[src/design/prs_pkg.sv]
//------------------------------------------------------------------------------
// prs_pkg
// Shared types and codes for the priority ready queue scheduler: request
// opcodes, response status codes, sequencer states and inter-module structs.
//------------------------------------------------------------------------------
`default_nettype none

package prs_pkg;

   // Field widths fixed by the request and response formats
   localparam int PRIO_W      = 4;
   localparam int ID_W        = 31;
   localparam int PARENT_W    = 32;
   localparam int SLOT_PORT_W = 6;
   localparam int STATUS_W    = 3;

   // Task id counter runs 1 .. all ones, then wraps to 1
   localparam logic [ID_W-1:0] ID_FIRST = ID_W'(1);
   localparam logic [ID_W-1:0] ID_LAST  = {ID_W{1'b1}};

   // Request opcodes
   typedef enum logic [1:0] {
      OP_CREATE     = 2'd0,
      OP_MAKE_READY = 2'd1,
      OP_SCHEDULE   = 2'd2,
      OP_LOOKUP     = 2'd3
   } opcode_type;

   // Response status codes
   localparam logic [STATUS_W-1:0] STATUS_OK       = 3'd0;
   localparam logic [STATUS_W-1:0] STATUS_BAD_PRIO = 3'd1;
   localparam logic [STATUS_W-1:0] STATUS_FULL     = 3'd2;
   localparam logic [STATUS_W-1:0] STATUS_NONE     = 3'd3;
   localparam logic [STATUS_W-1:0] STATUS_BAD_SLOT = 3'd4;

   // Sequencer states, one-hot
   typedef enum logic [7:0] {
      S_IDLE    = 8'b0000_0001,
      S_DECODE  = 8'b0000_0010,
      S_SCAN    = 8'b0000_0100,
      S_FETCH   = 8'b0000_1000,
      S_ENQUEUE = 8'b0001_0000,
      S_POP     = 8'b0010_0000,
      S_READ    = 8'b0100_0000,
      S_REPORT  = 8'b1000_0000
   } state_type;

   // Search unit status back to the sequencer
   typedef struct packed {
      logic done;
      logic found;
   } scan_stat_type;

   // Slot store write enables
   typedef struct packed {
      logic slot_we;
      logic next_we;
   } store_ctl_type;

endpackage

`default_nettype wire

[src/design/prs_scan.sv]
//------------------------------------------------------------------------------
// prs_scan
// Shared search unit: steps an index from zero to a given last entry, one
// entry per cycle, and stops at the first entry for which hit is raised.
// hit refers to cmp_idx, which is addr registered, to match a
// registered memory read issued at addr.
//------------------------------------------------------------------------------
`default_nettype none

module prs_scan import prs_pkg::*; #(
   parameter int IDX_W = 6
) (
   input  wire logic             clock,
   input  wire logic             reset,
   input  wire logic             start,
   input  wire logic [IDX_W-1:0] last,
   input  wire logic             hit,
   output      logic [IDX_W-1:0] addr,
   output      logic [IDX_W-1:0] cmp_idx,
   output      scan_stat_type    stat
);

   logic             active_ff, active_in;
   logic             cmp_vld_ff, cmp_vld_in;
   logic [IDX_W-1:0] addr_ff, addr_in;
   logic [IDX_W-1:0] cmp_ff, cmp_in;

   // Stop on a hit or after the last entry has been compared
   always_comb begin
      stat.found = hit;
      stat.done  = active_ff && cmp_vld_ff && (hit || (cmp_ff == last));
   end

   // Index stepping
   always_comb begin
      active_in  = active_ff;
      cmp_vld_in = cmp_vld_ff;
      addr_in    = addr_ff;
      cmp_in     = cmp_ff;
      if (start) begin
         active_in  = 1'b1;
         cmp_vld_in = 1'b0;
         addr_in    = '0;
      end else if (active_ff) begin
         if (stat.done) begin
            active_in  = 1'b0;
            cmp_vld_in = 1'b0;
         end else begin
            cmp_in     = addr_ff;
            cmp_vld_in = 1'b1;
            addr_in    = (addr_ff == last) ? addr_ff : addr_ff + IDX_W'(1);
         end
      end
   end

   always_ff @(posedge clock) begin
      if (reset) begin
         active_ff  <= 1'b0;
         cmp_vld_ff <= 1'b0;
      end else begin
         active_ff  <= active_in;
         cmp_vld_ff <= cmp_vld_in;
      end
      addr_ff <= addr_in;
      cmp_ff  <= cmp_in;
   end

   assign addr    = addr_ff;
   assign cmp_idx = cmp_ff;

endmodule

`default_nettype wire

[config.mk]
export PLATFORM = sky130hd
export DESIGN_NAME = prs_scan
export DESIGN_NICKNAME = d
export VERILOG_FILES = /design/src/design/prs_pkg.sv /design/src/design/prs_scan.sv
export SDC_FILE = /design/constraint.sdc
export NUM_CORES = 1
export LEC_CHECK = 0
export ABC_AREA = 1
export BUFFER_PORTS_ARGS = -buffer_cell sky130_fd_sc_hd__buf_2
export CAP_MARGIN = 10
export CORE_MARGIN = 4
export CORE_UTILIZATION = 45
export CTS_BUF_LIST = sky130_fd_sc_hd__clkbuf_16
export CTS_CLUSTER_SIZE = 24
export DETAILED_ROUTE_END_ITERATION = 8
export HOLD_SLACK_MARGIN = 0.1
export PLACE_DENSITY = 0.72
export SLEW_MARGIN = 25
export SYNTH_ARGS = -nofsm -noshare
export SYNTH_HDL_FRONTEND = slang
export SYNTH_SLANG_ARGS = --single-unit
export TNS_END_PERCENT = 1
[constraint.sdc]
create_clock -name clock -period 1.6 [get_ports clock]
set_input_delay 0.08 -clock clock [delete_from_list [all_inputs] [get_ports clock]]
set_output_delay 0.08 -clock clock [all_outputs]
set_load 0.005 [all_outputs]
==> impl_results.md <==
- Status: finished clean
- Die area: 2600 µm²
- Clock latency on the worst-skew pair: 240 ps
- Drt drc: 0
- Min Clock Period, post-route: 1490 ps
- Largest net degree at the start of global routing: 14
- # setup viols final: 0
- Crit Path Class: flip-flop to output port
- Synth Register Bits: 14
- Maximum VDD drop: 0.000533 V
- Worst setup SP type: flip-flop
- Routability cong.: 0.819
- Unique masters post-synth: 17
- GRT busiest layer: met2
- Post-CTS setup buffers: 0
- Relative slew margins: 0.833
- Final wirelength: 1870 µm
- Crit share post-route: 0.932
- Grt ovf: 0
- GR Util met1: 0.185
- Post-synth EDFFs: 6
- Crit end category: output port
- Worst min path class: input port to flip-flop
- CP peak stage delay: 400 ps
- Async set-reset flop share out of synthesis: 0
- Tot GR Track Use: 0.160
- Antenna Cells: 0
- Routed vias: 827
- Slowest cell on the critical path: edfxtp_1
- IO buf count: 23
- FF-to-FF End: cmp_idx[4]$_DFFE_PP_
- Fin Setup TNS: 0 ps
- Synth warn: 0
- Dpl hpwl: 1440 µm
- Clk sinks: 14
- Pins over their slew limit: 0
- Syn Nets: 139
- Vias in the first global route: 777
- Cell with the most instances after synthesis: nand2_1
- Worst endpoint required time: 1520 ps
- Area grow syn2layout: 29.4%
- Hold endpoint: cmp_vld_ff$_SDFFE_PP0P_
- Unrepaired setup endpoints after global routing: true
- CTS max path bufs: 2
- Synth Area per Inst: 6.51 µm²
- Most area-consuming cells after synthesis: edfxtp_1 22%, nand2_1 21%, dfxtp_1 19%
- Tot Pwr: 0.979 mW
- Hold Path Origin: start
- CTS Buf Count: 3
- Synth top area share: 0.216
- Cells after Synth: 128
- Crit path arrival time: 1410 ps
- Drt first pass iters: 4
- Vias per cell: 4.57
- Initial core utilization: 0.477
- Post-synth top cells: 46 x nand2_1, 22 x inv_1, 18 x nor2_1, 8 x dfxtp_1
- Max_cap viols: 0
- Initial DRC count: 12
- Layout Nets: 168
- Antenna violations before repair: 0
- Chip Height: 51.0 µm
- Routed length per placed instance: 10.3 µm
- Power Density: 907 nW/µm²
- Actual slew at the worst max-slew pin: 250 ps
- Cell Area, Synth: 833 µm²
- Clock slew at reported path FFs: 50 ps
- Prevailing post-synth register cell: dfxtp_1
- Core area: 1750 µm²
- Met2 usage: 0.283
- Layout cell share with drive strength beyond 1: 0.256
- Post-synth top area cell: edfxtp_1
- Crit Reg-Reg Startpoint: cmp_idx[0]$_DFFE_PP_
- H-tree levels: 1
- Fmax: 671 MHz
- Worst path cell trace: nand2_1 -> nand2_1 -> nor2_1 -> nand3_1 -> nand2_1 -> nand2_2 -> buf_6 -> inv_1 -> buf_2
- I/O Pins: 24
- Final hold vios: 0
- Final Cell Area: 1080 µm²
- Static Leak: 0.577 nW
- Chip width: 51.0 µm
- CTS tree: done
- Row Count: 15
- GRT met3 Usage: 0.0350
- Skew final: 5.00 ps
- R2R depth: 9
- ANT nets after route: 0
- R2r setup slk: 170 ps
- Post-synthesis sequential area ratio: 0.408
- First-pass GRT wire length: 3110 µm
- Hold path cells: 4
- Crit-path max FO: 13
- CP dominant cell by count: nand2_1
- Area after DPL: 978 µm²
- Clock Root Buffer: clkbuf_16
-- critical path: cells and delay by family (launching register included) --
family	cells	cell delay, ps
and+or+nand+nor	6	450
DFF	1	400
buffers and inverters	3	320
-- where the power goes --
part	leakage, nW	internal (mW)	total, mW	switching [mW]
Clock	0.0385	0.330	0.466	0.136
Combinational	0.415	0.0460	0.108	0.0622
Sequential	0.123	0.389	0.404	0.0151
Total	0.577	0.765	0.979	0.214
-- layout make-up --
| type | instances | area [µm²] |
|---|---|---|
| inverters | 25 | 93.8 |
| fillers | 169 | 667 |
| multi-input cells | 87 | 388 |
| clock buffers | 3 | 75.1 |
| repair buffers | 26 | 144 |
| clock inverters | 1 | 3.75 |
| flip-flops and latches | 14 | 343 |
| well taps | 25 | 31.3 |
-- worst max-delay path by stage --
stage,start,end,cells past startpoint
CTS,cmp_idx[5]$_DFFE_PP_,stat[1],9
global route,cmp_idx[5]$_DFFE_PP_,stat[1],9
floorplan,cmp_idx[5]$_DFFE_PP_,cmp_idx[0]$_DFFE_PP_,10
finish,cmp_idx[3]$_DFFE_PP_,stat[1],9
detailed placement,cmp_idx[1]$_DFFE_PP_,cmp_idx[1]$_DFFE_PP_,9
global placement,cmp_idx[0]$_DFFE_PP_,cmp_idx[0]$_DFFE_PP_,9
-- per-layer routing --
layer | vias to the layer above | routed length, µm
li1 | 438 | -
met1 | 362 | 796
met2 | 23 | 941
met3 | 4 | 107
met4 | 0 | 25
met5 | - | 0
-- cell usage in the layout (no fill, tap or decap) --
cell type      Yosys  routed
dlygate4sd3_1      0       1
nand3_1            7       7
clkbuf_16          0       3
dfxtp_2            0       2
inv_2              3       3
ha_1               1       1
nor2_1            18      17
edfxtp_1           6       6
buf_6              1       1
buf_2              0      23
inv_1             22      22
o21ai_0            1       1
nand3b_1           1       1
nand2_2            2       2
nor3_2             1       1
dfxtp_1            8       6
nand3_2            1       1
clkinv_1           0       1
nor2_2             2       2
buf_4              1       1
a21oi_1            7       7
nor2_4             0       1
nand2_1           46      46
-- sequential cells by signal, indices dropped and copies added (netlist names) --
name        flops
cmp_vld_ff      1
active_ff       1
addr            6
cmp_idx         6
-- per-stage QoR --
step | cells | hold slack [ps] | worst slack [ps] | util
floorplan | 128 | 149 | 71.2 | -
global placement | 176 | 264 | 169 | 0.561
detailed placement | 176 | 254 | 130 | 0.561
CTS | 181 | 135 | 62.6 | 0.611
global route | 181 | 174 | 2.96 | 0.618
finish | 181 | 154 | 109 | 0.618
-- timing repair --
item / in CTS / in global routing
hold buffers: 1 / 0
gates resized for setup: 0 / 4
endpoints found under the setup margin: 0 / 12
endpoints found under the hold margin: 1 / 0
-- logic make-up (layout without fill, tap and decap cells) --
logic type,count (synthesis),in the layout,share of synthesized area
AOI/OAI and AO/OA,8,8,0.0480
adders and majority gates,1,1,0.0150
buffers and inverters,27,55,0.135
DFF,14,14,0.408
and+or+nand+nor,78,78,0.393
Power figures use the tool's default switching activity.
